==> config.mk <==
export PLATFORM = sky130hd
export DESIGN_NAME = dns_name_text_to_wire
export DESIGN_NICKNAME = d
export VERILOG_FILES = /design/src/rtl/dnt_pkg.sv /design/src/rtl/dnt_front.sv /design/src/rtl/dnt_queue.sv /design/src/rtl/dnt_back.sv /design/src/rtl/dns_name_text_to_wire.sv
export SDC_FILE = /design/constraint.sdc
export NUM_CORES = 1
export LEC_CHECK = 0
export BUFFER_PORTS_ARGS = -buffer_cell sky130_fd_sc_hd__buf_2
export CAP_MARGIN = 0
export CELL_PAD_IN_SITES_DETAIL_PLACEMENT = 1
export CELL_PAD_IN_SITES_GLOBAL_PLACEMENT = 1
export CORE_MARGIN = 10
export CORE_UTILIZATION = 53
export DETAILED_ROUTE_END_ITERATION = 10
export GPL_TIMING_DRIVEN = 0
export PLACE_DENSITY = 0.81
export SLEW_MARGIN = 0
export SYNTH_ARGS = -nofsm -noshare
export SYNTH_HDL_FRONTEND = slang
export SYNTH_SLANG_ARGS = --single-unit
==> constraint.sdc <==
create_clock -name clock -period 13.3 [get_ports clock]
set_clock_uncertainty 0.05 [all_clocks]
set_input_delay 1.995 -clock clock [delete_from_list [all_inputs] [get_ports clock]]
set_output_delay 1.995 -clock clock [all_outputs]
set_load 0.005 [all_outputs]
==> src/rtl/dnt_pkg.sv <==
package dnt_pkg;

   // input item
   typedef struct packed {
      logic [7:0] character;
      logic       last_char;
   } req_type;

   // result item as seen on the rsp_ channel
   typedef struct packed {
      logic [1:0] kind;
      logic [7:0] position;
      logic [7:0] byte_value;
      logic [2:0] error_code;
      logic       last_result;
   } rsp_type;

   // one result as built by the front, without the last flag
   typedef struct packed {
      logic [1:0] kind;
      logic [7:0] position;
      logic [7:0] byte_value;
      logic [2:0] error_code;
   } res_type;

   localparam int unsigned MAX_RESULTS = 4;
   localparam int unsigned QUEUE_DEPTH = 4;

   // all results caused by one accepted item
   typedef struct packed {
      logic [2:0]                  count;
      res_type [MAX_RESULTS-1:0]   res;
   } entry_type;

   // queue head as seen by the back end
   typedef struct packed {
      logic      valid;
      entry_type entry;
   } head_type;

   localparam logic [1:0] KIND_WRITE    = 2'd0;
   localparam logic [1:0] KIND_COMPLETE = 2'd1;
   localparam logic [1:0] KIND_REJECTED = 2'd2;

   localparam logic [2:0] ERR_NONE         = 3'd0;
   localparam logic [2:0] ERR_EMPTY_LABEL  = 3'd1;
   localparam logic [2:0] ERR_LONG_LABEL   = 3'd2;
   localparam logic [2:0] ERR_OUT_OF_SPACE = 3'd3;
   localparam logic [2:0] ERR_BAD_ESCAPE   = 3'd4;
   localparam logic [2:0] ERR_ESCAPE_RANGE = 3'd5;

   localparam logic [7:0] CHAR_DOT       = 8'h2E;
   localparam logic [7:0] CHAR_BACKSLASH = 8'h5C;
   localparam logic [7:0] CHAR_ZERO      = 8'h30;
   localparam logic [7:0] CHAR_NINE      = 8'h39;
   localparam logic [9:0] BYTE_LIMIT     = 10'd255;

   // escape tracking, one-hot
   typedef enum logic [3:0] {
      ESC_NONE  = 4'b0001,
      ESC_SLASH = 4'b0010,
      ESC_ONE   = 4'b0100,
      ESC_TWO   = 4'b1000
   } esc_type;

   function automatic res_type mk_res(logic [1:0] kind, logic [7:0] position,
                                      logic [7:0] byte_value, logic [2:0] error_code);
      res_type r;
      r.kind       = kind;
      r.position   = position;
      r.byte_value = byte_value;
      r.error_code = error_code;
      return r;
   endfunction

endpackage

==> src/rtl/dnt_front.sv <==
module dnt_front #(
   parameter int unsigned MAX_LABEL = 63,
   parameter int unsigned MAX_NAME  = 255
) (
   input  logic                clock,
   input  logic                reset,
   input  logic                accept,
   input  dnt_pkg::req_type    req,
   input  logic [7:0]          max_length,
   output logic                push,
   output dnt_pkg::entry_type  entry
);

   logic [7:0]       label_start_ff, label_start_in;
   logic [8:0]       write_pos_ff, write_pos_in;
   logic [5:0]       label_count_ff, label_count_in;
   dnt_pkg::esc_type esc_ff, esc_in;
   logic [6:0]       digit_accum_ff, digit_accum_in;
   logic             first_char_ff, first_char_in;
   logic             rejected_ff, rejected_in;

   logic [7:0] cap;
   logic [7:0] ch;
   logic       last;
   logic       is_dec;
   logic [3:0] digit;
   logic [9:0] acc10;

   assign cap    = (max_length < 8'(MAX_NAME)) ? max_length : 8'(MAX_NAME);
   assign ch     = req.character;
   assign last   = req.last_char;
   assign is_dec = (ch >= dnt_pkg::CHAR_ZERO) && (ch <= dnt_pkg::CHAR_NINE);
   assign digit  = ch[3:0];
   assign acc10  = {digit_accum_ff, 3'b000} + {2'b00, digit_accum_ff, 1'b0} + {6'b0, digit};

   dnt_pkg::res_type [dnt_pkg::MAX_RESULTS-1:0] res;
   logic [2:0] n;

   always_comb begin
      logic [7:0]       ls;
      logic [8:0]       wp;
      logic [5:0]       lc;
      dnt_pkg::esc_type esc;
      logic [6:0]       acc;
      logic [2:0]       err;
      logic             tail;
      logic             clr;
      logic             rej;
      ls   = label_start_ff;
      wp   = write_pos_ff;
      lc   = label_count_ff;
      esc  = esc_ff;
      acc  = digit_accum_ff;
      err  = dnt_pkg::ERR_NONE;
      tail = 1'b0;
      clr  = 1'b0;
      rej  = rejected_ff;
      n    = 3'd0;
      res  = '0;

      if (rejected_ff) begin
         if (last) clr = 1'b1;
      end else begin
         unique case (esc_ff)
            dnt_pkg::ESC_NONE: begin
               if (ch == dnt_pkg::CHAR_DOT && first_char_ff && last) begin
                  // root name
                  if (cap == 8'd0) begin
                     err = dnt_pkg::ERR_OUT_OF_SPACE;
                  end else begin
                     res[n[1:0]] = dnt_pkg::mk_res(dnt_pkg::KIND_WRITE, 8'd0, 8'd0,
                                                   dnt_pkg::ERR_NONE);
                     n = n + 3'd1;
                     res[n[1:0]] = dnt_pkg::mk_res(dnt_pkg::KIND_COMPLETE, 8'd1, 8'd0,
                                                   dnt_pkg::ERR_NONE);
                     n = n + 3'd1;
                     clr = 1'b1;
                  end
               end else if (wp >= {1'b0, cap}) begin
                  err = dnt_pkg::ERR_OUT_OF_SPACE;
               end else if (ch == dnt_pkg::CHAR_DOT) begin
                  if (lc == 6'd0) begin
                     err = dnt_pkg::ERR_EMPTY_LABEL;
                  end else begin
                     res[n[1:0]] = dnt_pkg::mk_res(dnt_pkg::KIND_WRITE, ls, {2'b00, lc},
                                                   dnt_pkg::ERR_NONE);
                     n  = n + 3'd1;
                     ls = wp[7:0];
                     wp = wp + 9'd1;
                     lc = 6'd0;
                     if (last) begin
                        res[n[1:0]] = dnt_pkg::mk_res(dnt_pkg::KIND_WRITE, ls, 8'd0,
                                                      dnt_pkg::ERR_NONE);
                        n = n + 3'd1;
                        res[n[1:0]] = dnt_pkg::mk_res(dnt_pkg::KIND_COMPLETE, wp[7:0],
                                                      8'd0, dnt_pkg::ERR_NONE);
                        n = n + 3'd1;
                        clr = 1'b1;
                     end
                  end
               end else if (ch == dnt_pkg::CHAR_BACKSLASH) begin
                  if (last) begin
                     err = dnt_pkg::ERR_BAD_ESCAPE;
                  end else if (lc >= 6'(MAX_LABEL)) begin
                     err = dnt_pkg::ERR_LONG_LABEL;
                  end else begin
                     lc  = lc + 6'd1;
                     esc = dnt_pkg::ESC_SLASH;
                  end
               end else begin
                  if (lc >= 6'(MAX_LABEL)) begin
                     err = dnt_pkg::ERR_LONG_LABEL;
                  end else begin
                     res[n[1:0]] = dnt_pkg::mk_res(dnt_pkg::KIND_WRITE, wp[7:0], ch,
                                                   dnt_pkg::ERR_NONE);
                     n    = n + 3'd1;
                     wp   = wp + 9'd1;
                     lc   = lc + 6'd1;
                     tail = last;
                  end
               end
            end
            dnt_pkg::ESC_SLASH: begin
               if (is_dec) begin
                  if (last) begin
                     err = dnt_pkg::ERR_BAD_ESCAPE;
                  end else begin
                     acc = {3'b000, digit};
                     esc = dnt_pkg::ESC_ONE;
                  end
               end else begin
                  // escaped literal byte, slot was checked at the backslash
                  res[n[1:0]] = dnt_pkg::mk_res(dnt_pkg::KIND_WRITE, wp[7:0], ch,
                                                dnt_pkg::ERR_NONE);
                  n    = n + 3'd1;
                  wp   = wp + 9'd1;
                  esc  = dnt_pkg::ESC_NONE;
                  tail = last;
               end
            end
            dnt_pkg::ESC_ONE: begin
               if (!is_dec || last) begin
                  err = dnt_pkg::ERR_BAD_ESCAPE;
               end else begin
                  acc = acc10[6:0];
                  esc = dnt_pkg::ESC_TWO;
               end
            end
            dnt_pkg::ESC_TWO: begin
               if (!is_dec) begin
                  err = dnt_pkg::ERR_BAD_ESCAPE;
               end else if (acc10 > dnt_pkg::BYTE_LIMIT) begin
                  err = dnt_pkg::ERR_ESCAPE_RANGE;
               end else begin
                  res[n[1:0]] = dnt_pkg::mk_res(dnt_pkg::KIND_WRITE, wp[7:0], acc10[7:0],
                                                dnt_pkg::ERR_NONE);
                  n    = n + 3'd1;
                  wp   = wp + 9'd1;
                  esc  = dnt_pkg::ESC_NONE;
                  tail = last;
               end
            end
            default: begin
               esc = dnt_pkg::ESC_NONE;
            end
         endcase

         // closing a name that does not end in a dot
         if (err == dnt_pkg::ERR_NONE && tail) begin
            if (wp >= {1'b0, cap}) begin
               err = dnt_pkg::ERR_OUT_OF_SPACE;
            end else begin
               res[n[1:0]] = dnt_pkg::mk_res(dnt_pkg::KIND_WRITE, ls, {2'b00, lc},
                                             dnt_pkg::ERR_NONE);
               n = n + 3'd1;
               res[n[1:0]] = dnt_pkg::mk_res(dnt_pkg::KIND_WRITE, wp[7:0], 8'd0,
                                             dnt_pkg::ERR_NONE);
               n  = n + 3'd1;
               wp = wp + 9'd1;
               res[n[1:0]] = dnt_pkg::mk_res(dnt_pkg::KIND_COMPLETE, wp[7:0], 8'd0,
                                             dnt_pkg::ERR_NONE);
               n   = n + 3'd1;
               clr = 1'b1;
            end
         end

         if (err != dnt_pkg::ERR_NONE) begin
            res[n[1:0]] = dnt_pkg::mk_res(dnt_pkg::KIND_REJECTED, 8'd0, 8'd0, err);
            n = n + 3'd1;
            if (last) clr = 1'b1;
            else      rej = 1'b1;
         end
      end

      if (clr) begin
         label_start_in = 8'd0;
         write_pos_in   = 9'd1;
         label_count_in = 6'd0;
         esc_in         = dnt_pkg::ESC_NONE;
         digit_accum_in = 7'd0;
         first_char_in  = 1'b1;
         rejected_in    = 1'b0;
      end else begin
         label_start_in = ls;
         write_pos_in   = wp;
         label_count_in = lc;
         esc_in         = esc;
         digit_accum_in = acc;
         first_char_in  = 1'b0;
         rejected_in    = rej;
      end
   end

   always_ff @(posedge clock) begin
      if (reset) begin
         label_start_ff <= 8'd0;
         write_pos_ff   <= 9'd1;
         label_count_ff <= 6'd0;
         esc_ff         <= dnt_pkg::ESC_NONE;
         digit_accum_ff <= 7'd0;
         first_char_ff  <= 1'b1;
         rejected_ff    <= 1'b0;
      end else if (accept) begin
         label_start_ff <= label_start_in;
         write_pos_ff   <= write_pos_in;
         label_count_ff <= label_count_in;
         esc_ff         <= esc_in;
         digit_accum_ff <= digit_accum_in;
         first_char_ff  <= first_char_in;
         rejected_ff    <= rejected_in;
      end
   end

   assign push        = accept && (n != 3'd0);
   assign entry.count = n;
   assign entry.res   = res;

   a_pos_in_range: assert property (@(posedge clock) disable iff (reset)
      write_pos_ff >= 9'd1 && write_pos_ff <= 9'd256)
      else $error("write position out of range");

endmodule

==> src/rtl/dnt_queue.sv <==
module dnt_queue (
   input  logic                clock,
   input  logic                reset,
   input  logic                push,
   input  dnt_pkg::entry_type  push_entry,
   input  logic                pop,
   output logic                full,
   output dnt_pkg::head_type   head
);

   localparam int unsigned PTR_W = $clog2(dnt_pkg::QUEUE_DEPTH);

   dnt_pkg::entry_type mem_ff [dnt_pkg::QUEUE_DEPTH];
   logic [PTR_W-1:0]   wr_ptr_ff, wr_ptr_in;
   logic [PTR_W-1:0]   rd_ptr_ff, rd_ptr_in;
   logic [PTR_W:0]     count_ff, count_in;
   logic               do_push;
   logic               do_pop;

   assign full    = (count_ff == (PTR_W+1)'(dnt_pkg::QUEUE_DEPTH));
   assign do_push = push && !full;
   assign do_pop  = pop && (count_ff != '0);

   always_comb begin
      wr_ptr_in = do_push ? wr_ptr_ff + PTR_W'(1) : wr_ptr_ff;
      rd_ptr_in = do_pop ? rd_ptr_ff + PTR_W'(1) : rd_ptr_ff;
      count_in  = count_ff;
      if (do_push && !do_pop) count_in = count_ff + (PTR_W+1)'(1);
      if (!do_push && do_pop) count_in = count_ff - (PTR_W+1)'(1);
   end

   always_ff @(posedge clock) begin
      if (reset) begin
         wr_ptr_ff <= '0;
         rd_ptr_ff <= '0;
         count_ff  <= '0;
      end else begin
         wr_ptr_ff <= wr_ptr_in;
         rd_ptr_ff <= rd_ptr_in;
         count_ff  <= count_in;
      end
   end

   always_ff @(posedge clock) begin
      if (do_push) mem_ff[wr_ptr_ff] <= push_entry;
   end

   assign head.valid = (count_ff != '0);
   assign head.entry = mem_ff[rd_ptr_ff];

   a_count_bound: assert property (@(posedge clock) disable iff (reset)
      count_ff <= (PTR_W+1)'(dnt_pkg::QUEUE_DEPTH))
      else $error("queue count past depth");

   a_count_grows: assert property (@(posedge clock) disable iff (reset)
      do_push && !do_pop |=> count_ff == $past(count_ff) + (PTR_W+1)'(1))
      else $error("queue count did not grow on push");

endmodule

==> src/rtl/dnt_back.sv <==
module dnt_back (
   input  logic               clock,
   input  logic               reset,
   input  dnt_pkg::head_type  head,
   output logic               entry_done,
   output logic               rsp_empty,
   input  logic               rsp_pop,
   output dnt_pkg::rsp_type   rsp_item
);

   logic [1:0]       idx_ff, idx_in;
   dnt_pkg::res_type cur;
   logic             is_last;
   logic             take;

   assign cur       = head.entry.res[idx_ff];
   assign is_last   = ({1'b0, idx_ff} + 3'd1) == head.entry.count;
   assign rsp_empty = !head.valid;
   assign take      = rsp_pop && head.valid;

   assign rsp_item.kind        = cur.kind;
   assign rsp_item.position    = cur.position;
   assign rsp_item.byte_value  = cur.byte_value;
   assign rsp_item.error_code  = cur.error_code;
   assign rsp_item.last_result = is_last;

   // retire the entry with its final result
   assign entry_done = take && is_last;

   always_comb begin
      idx_in = idx_ff;
      if (take) idx_in = is_last ? 2'd0 : idx_ff + 2'd1;
   end

   always_ff @(posedge clock) begin
      if (reset) idx_ff <= 2'd0;
      else       idx_ff <= idx_in;
   end

   a_idx_in_entry: assert property (@(posedge clock) disable iff (reset)
      head.valid |-> head.entry.count != 3'd0 && {1'b0, idx_ff} < head.entry.count)
      else $error("result index outside queued entry");

endmodule

==> src/rtl/dns_name_text_to_wire.sv <==
// Streaming encoder from presentation-format domain name text to wire format.
// req_ channel: one character per item (req_push / req_full). An item is taken
// on any edge with req_push high and req_full low; up to one item per cycle.
// rsp_ channel: results are byte writes at positions, then a complete result
// with the total length, or one rejected result with an error code. The oldest
// result sits on rsp_item while rsp_empty is low and leaves on rsp_pop.
// csr_ channel: writes max_length; csr_ready is always high. Write it only
// while no name is in flight.
// The queue registers an item's results before they reach rsp_item.
// Items are taken one per cycle while req_full is low; the back end drains one
// result per cycle while rsp_pop is high, so an item with k results (k up to 4)
// holds the output until all k are popped. A four-entry queue between the front
// and back ends absorbs that; a stalled receiver fills it and req_full rises.
// Reset: synchronous, clears name state and the queue, max_length becomes 255.
module dns_name_text_to_wire #(
   parameter int unsigned MAX_LABEL = 63,
   parameter int unsigned MAX_NAME  = 255
) (
   input  logic              clock,
   input  logic              reset,
   input  logic              req_push,
   output logic              req_full,
   input  dnt_pkg::req_type  req_item,
   output logic              rsp_empty,
   input  logic              rsp_pop,
   output dnt_pkg::rsp_type  rsp_item,
   input  logic              csr_valid,
   output logic              csr_ready,
   input  logic [7:0]        csr_data
);

   logic [7:0]         max_length_ff;
   logic               accept;
   logic               push;
   dnt_pkg::entry_type entry;
   dnt_pkg::head_type  head;
   logic               entry_done;

   assign csr_ready = 1'b1;
   assign accept    = req_push && !req_full;

   always_ff @(posedge clock) begin
      if (reset)                      max_length_ff <= 8'd255;
      else if (csr_valid && csr_ready) max_length_ff <= csr_data;
   end

   dnt_front #(
      .MAX_LABEL (MAX_LABEL),
      .MAX_NAME  (MAX_NAME)
   ) u_front (
      .clock      (clock),
      .reset      (reset),
      .accept     (accept),
      .req        (req_item),
      .max_length (max_length_ff),
      .push       (push),
      .entry      (entry)
   );

   dnt_queue u_queue (
      .clock      (clock),
      .reset      (reset),
      .push       (push),
      .push_entry (entry),
      .pop        (entry_done),
      .full       (req_full),
      .head       (head)
   );

   dnt_back u_back (
      .clock      (clock),
      .reset      (reset),
      .head       (head),
      .entry_done (entry_done),
      .rsp_empty  (rsp_empty),
      .rsp_pop    (rsp_pop),
      .rsp_item   (rsp_item)
   );

endmodule

## Word-level counts from Yosys, hierarchy flattened

Memories as Yosys holds them, arrays and structs flattened. A register that Yosys moved wholly into a read port is not among the register bits.
Index checks and enable logic that the tools add are counted.

| storage, ports and cells | value |
|---|---|
| register bits | 53 |
| bits in writable memories | 348 |
| input bits | 22 |
| output and inout port bits | 25 |
| logic and storage cells | 259 |
| memories | 1 |

| cells by class | value |
|---|---|
| $add $sub $neg | 15 |
| $lt $le $gt $ge | 16 |
| equality and inequality tests | 21 |
| mux-type cells | 161 |
| reduce and logical (&&, ||, !) cells | 33 |

Memories:

| name | depth | bits a word | rd ports | clocked after memory_dff | wr ports | RTL line | text |
|---|---|---|---|---|---|---|---|
| u_queue.mem_ff | 4 | 87 | 1 | 1 | 1 | dnt_queue.sv:13 | `dnt_pkg::entry_type mem_ff [dnt_pkg::QUEUE_DEPTH];` |

Operator list:

| cell | number |
|---|---|
| $mux W84 | 5 |
| $bwmux W84 | 4 |
| $mux W21 | 10 |
| $demux W21 S2 | 4 |
| $mux W42 | 4 |
| $mux W63 | 2 |
| $mux W9 | 14 |
| $mux W3 | 28 |
| $mux W41 | 2 |
| $mux W8 | 9 |
| $mux W6 | 11 |
| $pmux W21 S3 | 1 |
| $mux W19 | 3 |
| $mux W4 | 13 |
| $bmux W21 S2 | 1 |
| $mux W7 | 5 |
| $mux W1 | 32 |
| $pmux W9 S3 | 1 |
| $add A9 B1 Y9 const B | 2 |
| $ge A9 B8 Y1 | 2 |
| $ne A3 B3 Y1 const B | 6 |
| $logic_and A1 B1 Y1 | 16 |
| $pmux W4 S4 | 1 |
| $add A3 B1 Y3 const B | 5 |
| 40 further kinds | 65 |

## Logic depth before layout (Yosys ltp)

Gate-level depths: netlist of run 1.

| depth | value |
|---|---|
| depth after elaboration | 23 |
| mapped depth | 37 |
| depth with buffers taken out | 36 |

## Hierarchy

A second synthesis of run 1 with hierarchy kept.

| second synthesis, totals | value |
|---|---|
| cell total of the unflattened synthesis | 1437 |
| area total of the unflattened synthesis | 19854.0 um^2 |

Modules (own cells, without submodules):

| module | instances | cells an instance | area each (um^2) | seq. area each (um^2) |
|---|---|---|---|---|
| dnt_queue | 1 | 507 | 13025.0 | 10630.2 |
| dnt_front | 1 | 855 | 5806.8 | 720.7 |
| dnt_back | 1 | 46 | 701.9 | 40.0 |
| dns_name_text_to_wire | 1 | 29 | 320.3 | 160.2 |

## Least setup slack after synthesis of run 1

No wires, ideal clock.

| timing path | value |
|---|---|
| path kind | input port to flip-flop |
| start point | in req_item[4] in the netlist's numbering |
| end point | mem u_queue.mem_ff[0][0] in the netlist's numbering, enable pin |
| library setup time | 0.448 ns |
| arrival | 9.529 ns |
| data required time | 12.802 ns |
| setup slack | 3.273 ns |
| cell stages on the path | 30 |
| buffers on the path | 2 |
| cell sequence | inv_1 -> fa_1 -> inv_1 -> fa_1 -> a211oi_1 -> nor3_1 -> a211oi_2 -> or2_2 -> inv_1 -> ha_1 -> mux2_2 -> a2bb2oi_1 -> nor2_1 -> a22oi_1 -> inv_1 -> ha_1 -> nand2b_1 -> a211oi_1 -> o31a_1 -> o21ai_0 -> a21oi_1 -> o211a_1 -> buf_2 -> buf_2 -> nor2_1 -> ha_1 -> nand2b_1 -> o21ai_1 -> a21oi_1 -> and2_1 |

| on the way | value |
|---|---|
| cells in the longest elaborated chain, start to end | 21 |
| elaborated cells between the ends (all ways) | 69 |
| classes of those cells | add/sub: 5; order compare: 4; eq/ne: 2; mux: 47; reduce/logical: 11 |

RTL lines:

| item | RTL line | text |
|---|---|---|
| start, declared | dns_name_text_to_wire.sv:23 | `input dnt_pkg::req_type req_item,` |
| branches (longest 14 deep; another with $add A10 B4 Y10) | n/a |  |
| $mux W3 (*) | dnt_front.sv:187 | `if (err != dnt_pkg::ERR_NONE) begin` |
| $mux W3 (*) | dnt_front.sv:61 | `if (rejected_ff) begin` |
| $reduce_bool A3 Y1 (*) | dnt_front.sv:234 | `assign push = accept && (n != 3'd0);` |
| $logic_and A1 B1 Y1 (*) | dnt_front.sv:234 |  |
| $logic_and A1 B1 Y1 (*) | dnt_queue.sv:21 | `assign do_push = push && !full;` |
| $mux W1 (*) | dnt_queue.sv:45 | `if (do_push) mem_ff[wr_ptr_ff] <= push_entry;` |
| $mux W1 (implied by the code) (*) | dnt_queue.sv:45 |  |
| end, declared | dnt_queue.sv:13 |  |

Every way passes the cells marked *. The select of a mux whose other input is x is not followed.

## Worst setup path in the final report of run 1

| timing path | value |
|---|---|
| start point | in req_item[4] in the netlist's numbering |
| end point | reg u_queue.count_ff[2] |

| on the way | value |
|---|---|
| cells in the longest elaborated chain, start to end | 22 |
| elaborated cells between the ends (all ways) | 72 |
| classes of those cells | add/sub: 5; order compare: 4; eq/ne: 2; mux: 46; reduce/logical: 15 |

RTL lines:

| item | RTL line | text |
|---|---|---|
| branches (longest 14 deep; another with $add A10 B4 Y10) | n/a |  |
| $mux W3 (*) | dnt_front.sv:187 |  |
| $mux W3 (*) | dnt_front.sv:61 |  |
| $reduce_bool A3 Y1 (*) | dnt_front.sv:234 |  |
| $logic_and A1 B1 Y1 (*) | dnt_front.sv:234 |  |
| $logic_and A1 B1 Y1 (*) | dnt_queue.sv:21 |  |
| $logic_not A1 Y1 | dnt_queue.sv:29 | `if (!do_push && do_pop) count_in = count_ff - (PTR_W+1)'(1);` |
| $logic_and A1 B1 Y1 | dnt_queue.sv:29 |  |
| $mux W3 / $reduce_bool A2 Y1 (equally long branches) | n/a |  |
| end signal, assigned | dnt_queue.sv:40 | `count_ff <= count_in;` |
| end, declared | dnt_queue.sv:16 | `logic [PTR_W:0] count_ff, count_in;` |

Marks and branches as above.
A chain may end at the register's enable or synchronous reset.

==> results of run 1 <==
## metrics by stage
stage                     hold WS [ns]  setup slack (ns)
final                            0.454              2.30
after global routing             0.467              1.86
after CTS                        0.455              2.43
after detailed placement         0.439              1.85
after global placement           0.417           -0.0831
after floorplan                  0.388              3.27
## where the power goes
part,leakage (nW),total (mW),internal [mW],switching [mW]
Combinational,3.00,0.329,0.130,0.199
Clock,0.599,1.06,0.593,0.464
Sequential,3.43,1.38,1.36,0.0228
## cells in the mapped netlist, types with 11 or more instances
cell type	number	area share, %
nand3_1	27	0.72
o211ai_1	18	0.72
a221oi_1	20	0.93
o21ai_0	44	1.2
a21oi_1	83	2.2
mux2i_1	14	0.74
nand2_1	97	1.9
clkbuf_1	50	0.99
inv_1	50	0.99
nor2_1	115	2.3
nor3_1	25	0.66
nand2b_1	13	0.43
a211oi_1	17	0.68
buf_1	11	0.22
a21o_1	13	0.52
edfxtp_1	324	51
ha_1	53	3.5
mux4_2	100	12
a22oi_1	22	0.87
xnor2_1	19	0.88
dfxtp_1	55	5.8
## registers in the layout (all words and copies together) (netlist names), named ones only
register                flops
max_length_ff               8
u_back.idx_ff               2
u_front.digit_accum_ff      7
u_front.esc_ff              4
u_front.first_char_ff       1
u_front.label_count_ff      6
u_front.label_start_ff      8
u_front.rejected_ff         1
u_front.write_pos_ff        9
u_queue.count_ff            3
u_queue.mem_ff            324
u_queue.rd_ptr_ff           2
u_queue.wr_ptr_ff           2
## path summary, 6_finish.rpt
path / startpoint / end / slack, ns / cells past startpoint
worst max-delay path: req_item[4] / u_queue.count_ff[2] / 2.30 / 37
worst min-delay path: u_front.digit_accum_ff[5] / u_front.digit_accum_ff[5] / 0.45 / 1
worst max register to register: u_front.write_pos_ff[0] / u_queue.count_ff[2] / 3.58 / 31
worst min register to register: u_front.digit_accum_ff[5] / u_front.digit_accum_ff[5] / 0.45 / 1
## logic make-up after synthesis
group / Yosys count
DFF: 379
and+or+nand+nor: 359
AOI/OAI and AO/OA: 316
buffers and inverters: 133
muxes: 117
adders and majority gates: 56
xor gates and xnor gates: 32
other: 1
## worst max-delay path: cells and delay by family
kind,cells,cell delay [ns]
muxes,1,0.13
and+or+nand+nor,7,1.24
xor gates and xnor gates,1,0.17
adders and majority gates,7,2.48
buffers and inverters,9,1.48
AOI/OAI and AO/OA,12,3.92
## final cells by class
cell class / count / area, sq um / share of cell area, %
tap: 461 / 577 / 2.75
antenna: 1 / 2.50 / 0.0119
inverter: 57 / 221 / 1.05
clock inverter: 24 / 181 / 0.863
timing repair buffer: 46 / 313 / 1.49
sequential: 379 / 10800 / 51.5
buffer: 76 / 320 / 1.52
multi-input combinational: 881 / 7540 / 35.9
clock buffer: 47 / 1030 / 4.89
## metal layers
| layer | vias to the layer above | wire [um] | global-route usage, % |
|---|---|---|---|
| li1 | 5645 | - | - |
| met1 | 6696 | 23600 | 34.8 |
| met2 | 605 | 28000 | 43.8 |
| met3 | 132 | 4050 | 3.82 |
| met4 | 0 | 2220 | 9.68 |
| met5 | - | 0 | 0 |
==> PnR_summary.wiki, run 1 <==
{| class="wikitable"
! Metric !! Value
|-
| Pin slew with the least headroom to its limit || 1.21 ns
|-
| Clock latency on the worst-skew pair || 0.57 ns
|-
| Via density per instance || 6.63
|-
| Largest fanout on the critical path || 10
|-
| Finished Cell Area || 21000 sq um
|-
| Unrepaired setup endpoints after global routing || false
|-
| Overflow left after global routing || 0
|-
| Post-route total power || 2.77 mW
|-
| Syn Nets || 1471
|-
| Post-route clock period utilization || 82.7%
|-
| Syn Inst Count || 1393
|-
| Area added between synthesis and finish || 11.2%
|-
| Via count || 13.1k
|-
| Total routing usage reported by global routing || 26.4%
|-
| Routed wire per std cell || 29.3 um
|-
| Detailed Place HPWL || 41.2 mm
|-
| CTS tree || built
|-
| Post_cts resized || 0
|-
| Leak pwr || 7.03 nW
|-
| Leading cell type in the layout, fill and taps excluded || edfxtp_1
|-
| Number of I/O port buffers || 42
|-
| Complex-gate fraction of the synthesized area || 12.0%
|-
| Number of search-and-repair iterations in the first detailed-routing pass || 6
|-
| Post-synthesis xor/xnor area fraction || 1.64%
|-
| YS warnings || 0
|-
| Core footprint || 35400 sq um
|-
| Multiplexer fraction of the synthesized cell area || 12.8%
|-
| Most common flop cell mapped by yosys || edfxtp_1
|-
| Highest achievable clock rate || 90.9 MHz
|-
| Post-detailed-placement cell area || 19800 sq um
|-
| Number of placement rows || 69
|-
| Cell Count, Final, Fillers Out || 1972
|-
| Clock input transition at the sequential cells of the worst setup and hold paths || 0.06 ns
|-
| Number of enable-type register cells in the synthesized netlist || 324
|-
| Overall die height || 209 um
|-
| Die area || 43600 sq um
|-
| TritonCTS Buffers || 40
|-
| Leading cell types in the layout, fill and taps excluded || 324 x edfxtp_1, 115 x nor2_1, 100 x mux4_2
|-
| DRC Markers || 0
|-
| Final number of hold-violating endpoints || 0
|-
| Total standard cell area after synthesis || 18900 sq um
|-
| Via count of the first global-routing pass || 13.7k
|-
| Sum of negative setup slack || 0 ns
|-
| Number of sinks handled by clock tree synthesis || 379
|-
| Largest family of logic cells by synthesized area || multiplexers
|-
| Cell with the largest stage delay on the worst path || a22oi_1
|-
| Slew Viols, Final || 0
|-
| Number of buffers inserted to repair setup after CTS || 0
|-
| #FFs+latches synth || 379
|-
| Final Core Density || 59.4%
|-
| Adder-cell share of the synthesized area || 3.83%
|-
| Async SR Flop Fraction || 0%
|-
| Final critical path time including I/O delays and setup || 11.00 ns
|-
| Max-Slew Margin vs Limit || 18.5%
|-
| Netlist cell types || 99
|-
| Worst endpoint required time || 13.73 ns
|-
| Clock Path Buffers || 3
|-
| Wire length of the first global-routing pass || 88.4 mm
|-
| Critical path's most frequent cell || inv_1
|-
| Type of the tightest min-delay check || flip-flop to flip-flop
|-
| Number of filler cells placed in the layout || 3545
|-
| Count of H-tree levels built during CTS || 2
|-
| Count of maximum capacitance violations || 0
|-
| Final WL || 57.8 mm
|-
| Category of the critical setup timing path || primary input to flip-flop
|-
| Setup violations, final || 0
|-
| Number of nets with antenna violations after routing || 0
|-
| Maximum single-stage delay on the critical path || 0.61 ns
|-
| Worst setup EP type || flip-flop
|-
| Largest voltage drop on the vdd net || 96.8 uV
|-
| Die extent in x || 209 um
|-
| Starting utilization of the core area || 53.4%
|-
| Avg Inst Size Synth || 13.6 sq um
|-
| Sequential cell area fraction in the yosys report || 57.3%
|-
| Arr. time, crit path || 11.43 ns
|-
| Fraction of final layout cells with drive strength greater than 1 || 18.1%
|-
| Instance count after placement with tap cells included || 1900
|-
| Startpoint class of the critical path || primary input
|-
| Hold_buf cts || 0
|-
| Root buffer selected by CTS || clkbuf_16
|-
| NumNets Final || 1559
|-
| Post-Synth Simple-Gate Area || 9.48%
|-
| IO Pins || 47
|-
| Initial antenna violation count || 1
|-
| Final GP Congestion || 0.970
|-
| Largest net degree at the start of global routing || 56
|-
| First DRT Iteration DRCs || 1450
|-
| Power density normalized to cell area || 132 nW/um^2
|-
| Status || completed
|}
Note: power is estimated with default switching activity, not from simulation.
==> run 2, diff against run 1 <==
--- a/config.mk
+++ b/config.mk
@@ -10,10 +10,10 @@
 export CELL_PAD_IN_SITES_DETAIL_PLACEMENT = 1
 export CELL_PAD_IN_SITES_GLOBAL_PLACEMENT = 1
 export CORE_MARGIN = 10
-export CORE_UTILIZATION = 53
+export CORE_UTILIZATION = 48
 export DETAILED_ROUTE_END_ITERATION = 10
 export GPL_TIMING_DRIVEN = 0
-export PLACE_DENSITY = 0.81
+export PLACE_DENSITY = 0.78
 export SLEW_MARGIN = 0
 export SYNTH_ARGS = -nofsm -noshare
 export SYNTH_HDL_FRONTEND = slang
==> constraint.sdc (replaced) <==
create_clock -name clock -period 9.8 [get_ports clock]
set_clock_uncertainty 0.05 [all_clocks]
set_input_delay 1.47 -clock clock [delete_from_list [all_inputs] [get_ports clock]]
set_output_delay 1.47 -clock clock [all_outputs]
set_load 0.005 [all_outputs]
==> run 2 against run 1 <==
Effect of this change: non-clock buffer count grew 6; sequential power grew 36%; critical path depth shrank 1; clock power grew 43%; via count shrank 0.34%; final area grew 1.2%; cell count grew 3.3%; worst setup slack lost 1.9 ns; largest power group unchanged; highest routed layer unchanged.
==> PnR_summary.wiki, run 2 (synthesis gave the netlist of run 1 again) <==
{| class="wikitable"
! Metric !! Value
|-
| Routed wire per std cell || 28.9 um (was 29.3 um)
|-
| Die extent in x || 218 um (was 209 um)
|-
| Type of the tightest min-delay check || flip-flop to flip-flop (unchanged)
|-
| Largest net degree at the start of global routing || 54 (was 56)
|-
| First DRT Iteration DRCs || 1431 (was 1450)
|-
| Overall die height || 218 um (was 209 um)
|-
| Setup violations, final || 0 (unchanged)
|-
| Root buffer selected by CTS || clkbuf_16 (unchanged)
|-
| Worst Hold End || max_length_ff[0] (was u_front.digit_accum_ff[5])
|-
| Via density per instance || 6.40 (was 6.63)
|-
| Worst endpoint required time || 10.24 ns (was 13.73 ns)
|-
| Leading cell types in the layout, fill and taps excluded || 324 x edfxtp_1, 115 x nor2_1, 100 x mux4_2 (unchanged)
|-
| Startpoint class of the critical path || primary input (unchanged)
|-
| Startpoint of the worst setup timing path || req_item[4] (unchanged)
|-
| Max reg flops || 324 (unchanged)
|-
| Maximum single-stage delay on the critical path || 0.56 ns (was 0.61 ns)
|-
| Clock Path Buffers || 3 (unchanged)
|-
| Number of I/O port buffers || 42 (unchanged)
|-
| Sum of negative setup slack || 0 ns (unchanged)
|-
| Core footprint || 38800 sq um (was 35400 sq um)
|-
| Clock input transition at the sequential cells of the worst setup and hold paths || 0.07 ns (was 0.06 ns)
|-
| Depth of the worst register-to-register path || 33 (was 31)
|-
| Place WS || -1.25 ns (was 1.85 ns)
|-
| Clock latency on the worst-skew pair || 0.57 ns (about the same)
|-
| NumNets Final || 1565 (was 1559)
|-
| Fraction of final layout cells with drive strength greater than 1 || 19.2% (was 18.1%)
|-
| Count of maximum capacitance violations || 0 (unchanged)
|-
| Highest achievable clock rate || 106 MHz
|-
| Register with the most flip-flops || u_queue.mem_ff (unchanged)
|-
| Number of filler cells placed in the layout || 3835 (was 3545)
|-
| Largest voltage drop on the vdd net || 105 uV (was 96.8 uV)
|-
| Starting utilization of the core area || 48.7% (was 53.4%)
|-
| Worst setup EP type || flip-flop (unchanged)
|-
| R2r endpoint || u_queue.count_ff[2] (unchanged)
|-
| Final Core Density || 54.8% (was 59.4%)
|-
| Pin slew with the least headroom to its limit || 1.32 ns (was 1.21 ns)
|-
| Post-route total power || 3.85 mW (was 2.77 mW)
|-
| Number of nets with antenna violations after routing || 0 (unchanged)
|-
| Status || completed (unchanged)
|-
| Critical path's most frequent cell || inv_1 (unchanged)
|-
| Cell with the largest stage delay on the worst path || nor3_2 (was a22oi_1)
|-
| Detailed Place HPWL || 41.7 mm (was 41.2 mm)
|-
| Final WL || 58.9 mm (was 57.8 mm)
|-
| Count of H-tree levels built during CTS || 2 (unchanged)
|-
| Via count || 13.0k (was 13.1k)
|-
| Max-Slew Margin vs Limit || 12.2% (was 18.5%)
|-
| Worst Hold Launch || max_length_ff[0] (was u_front.digit_accum_ff[5])
|-
| Final GP Congestion || 0.998 (was 0.970)
|-
| Power density normalized to cell area || 181 nW/um^2 (was 132 nW/um^2)
|-
| Overflow left after global routing || 0 (unchanged)
|-
| Number of placement rows || 72 (was 69)
|-
| Slew Viols, Final || 0 (unchanged)
|-
| Largest fanout on the critical path || 10 (unchanged)
|-
| Source of the worst register-to-register timing path || u_front.write_pos_ff[0] (unchanged)
|-
| Wire length of the first global-routing pass || 88.5 mm (was 88.4 mm)
|-
| Hold path depth || 2 (was 1)
|-
| CTS tree || built (unchanged)
|-
| Number of sinks handled by clock tree synthesis || 379 (unchanged)
|-
| IO Pins || 47 (unchanged)
|-
| DRC Markers || 0 (unchanged)
|-
| Post-route clock period utilization || 96.2%
|-
| Number of search-and-repair iterations in the first detailed-routing pass || 6 (unchanged)
|-
| Leak pwr || 7.10 nW (was 7.03 nW)
|-
| Arr. time, crit path || 9.87 ns (was 11.43 ns)
|-
| Via count of the first global-routing pass || 13.7k (about the same)
|-
| Final number of hold-violating endpoints || 0 (unchanged)
|-
| Largest registers || u_queue.mem_ff x324, u_front.write_pos_ff x9 (unchanged)
|-
| Final critical path time including I/O delays and setup || 9.42 ns
|-
| TritonCTS Buffers || 40 (unchanged)
|-
| Final worst-path setup slack || 0.376 ns (was 2.30 ns)
|-
| Area added between synthesis and finish || 12.5% (was 11.2%)
|-
| Leading cell type in the layout, fill and taps excluded || edfxtp_1 (unchanged)
|-
| Die area || 47700 sq um (was 43600 sq um)
|-
| Internal reg-to-reg setup slack || 0.79 ns (was 3.58 ns)
|-
| Total routing usage reported by global routing || 24.7% (was 26.4%)
|-
| Category of the critical setup timing path || primary input to flip-flop (unchanged)
|-
| Initial antenna violation count || 0 (was 1)
|}
[run 2: worst max path at each step]
stage,slack [ns],end
after floorplan,0.30,u_queue.mem_ff[0][0]
after global placement,-3.16,u_queue.mem_ff[2][9]
after detailed placement,-1.25,u_queue.count_ff[2]
after CTS,0.003,u_queue.count_ff[2]
after global routing,-0.02,u_queue.count_ff[2]
final,0.38,u_queue.count_ff[2]
[run 2: power by group]
part	total (mW)	internal, mW	switching [mW]	leakage [nW]
Sequential	1.88	1.85	0.0315	3.43
Combinational	0.448	0.179	0.270	3.04
Clock	1.52	0.870	0.648	0.639
Total	3.85	2.90	0.949	7.10
[run 2: stage by stage]
step | hold slack (ns) | std cells | area (sq um)
after CTS | 0.452 | 2030 | 21200
final | 0.453 | 2037 | 21300
after floorplan | 0.388 | 1393 | 18900
after detailed placement | 0.442 | 1957 | 19900
after global placement | 0.439 | 1953 | 19800
after global routing | 0.474 | 2036 | 21300
[run 2: repair_timing]
item | 4_1_cts | 5_1_grt
pin swaps | 0 | 4
setup endpoints to repair | 298 | 280
hold endpoints to repair | 0 | 0
setup buffers | 0 | 6
hold buffers | 0 | 0
resized for setup | 3 | 10
[run 2: area by class of cell]
| type | instances | area, sq um | area share, % |
|---|---|---|---|
| Sequential cell | 379 | 10800 | 50.9 |
| Inverter | 57 | 221 | 1.04 |
| Clock buffer | 46 | 1030 | 4.86 |
| Buffer | 76 | 327 | 1.54 |
| Multi-Input combinational cell | 881 | 7580 | 35.6 |
| Timing Repair Buffer | 52 | 358 | 1.68 |
| Antenna cell | 1 | 2.50 | 0.0118 |
| Tap cell | 518 | 648 | 3.05 |
| Clock inverter | 27 | 262 | 1.23 |
[run 2: per-layer routing]
metal	vias to the layer above	part of all wire (%)	track usage, %
li1	5670	-	-
met1	6741	41	32.3
met2	534	50	41.9
met3	89	6.2	3.54
met4	0	2.4	7.45
met5	-	0	0
[run 2: critical path: cells and delay by family]
kind / cells / cell delay, ns
adders and majority gates: 6 / 2.20
AOI/OAI and AO/OA: 9 / 2.15
buffers and inverters: 11 / 1.79
and+or+nand+nor: 8 / 1.69
xor gates and xnor gates: 2 / 0.53
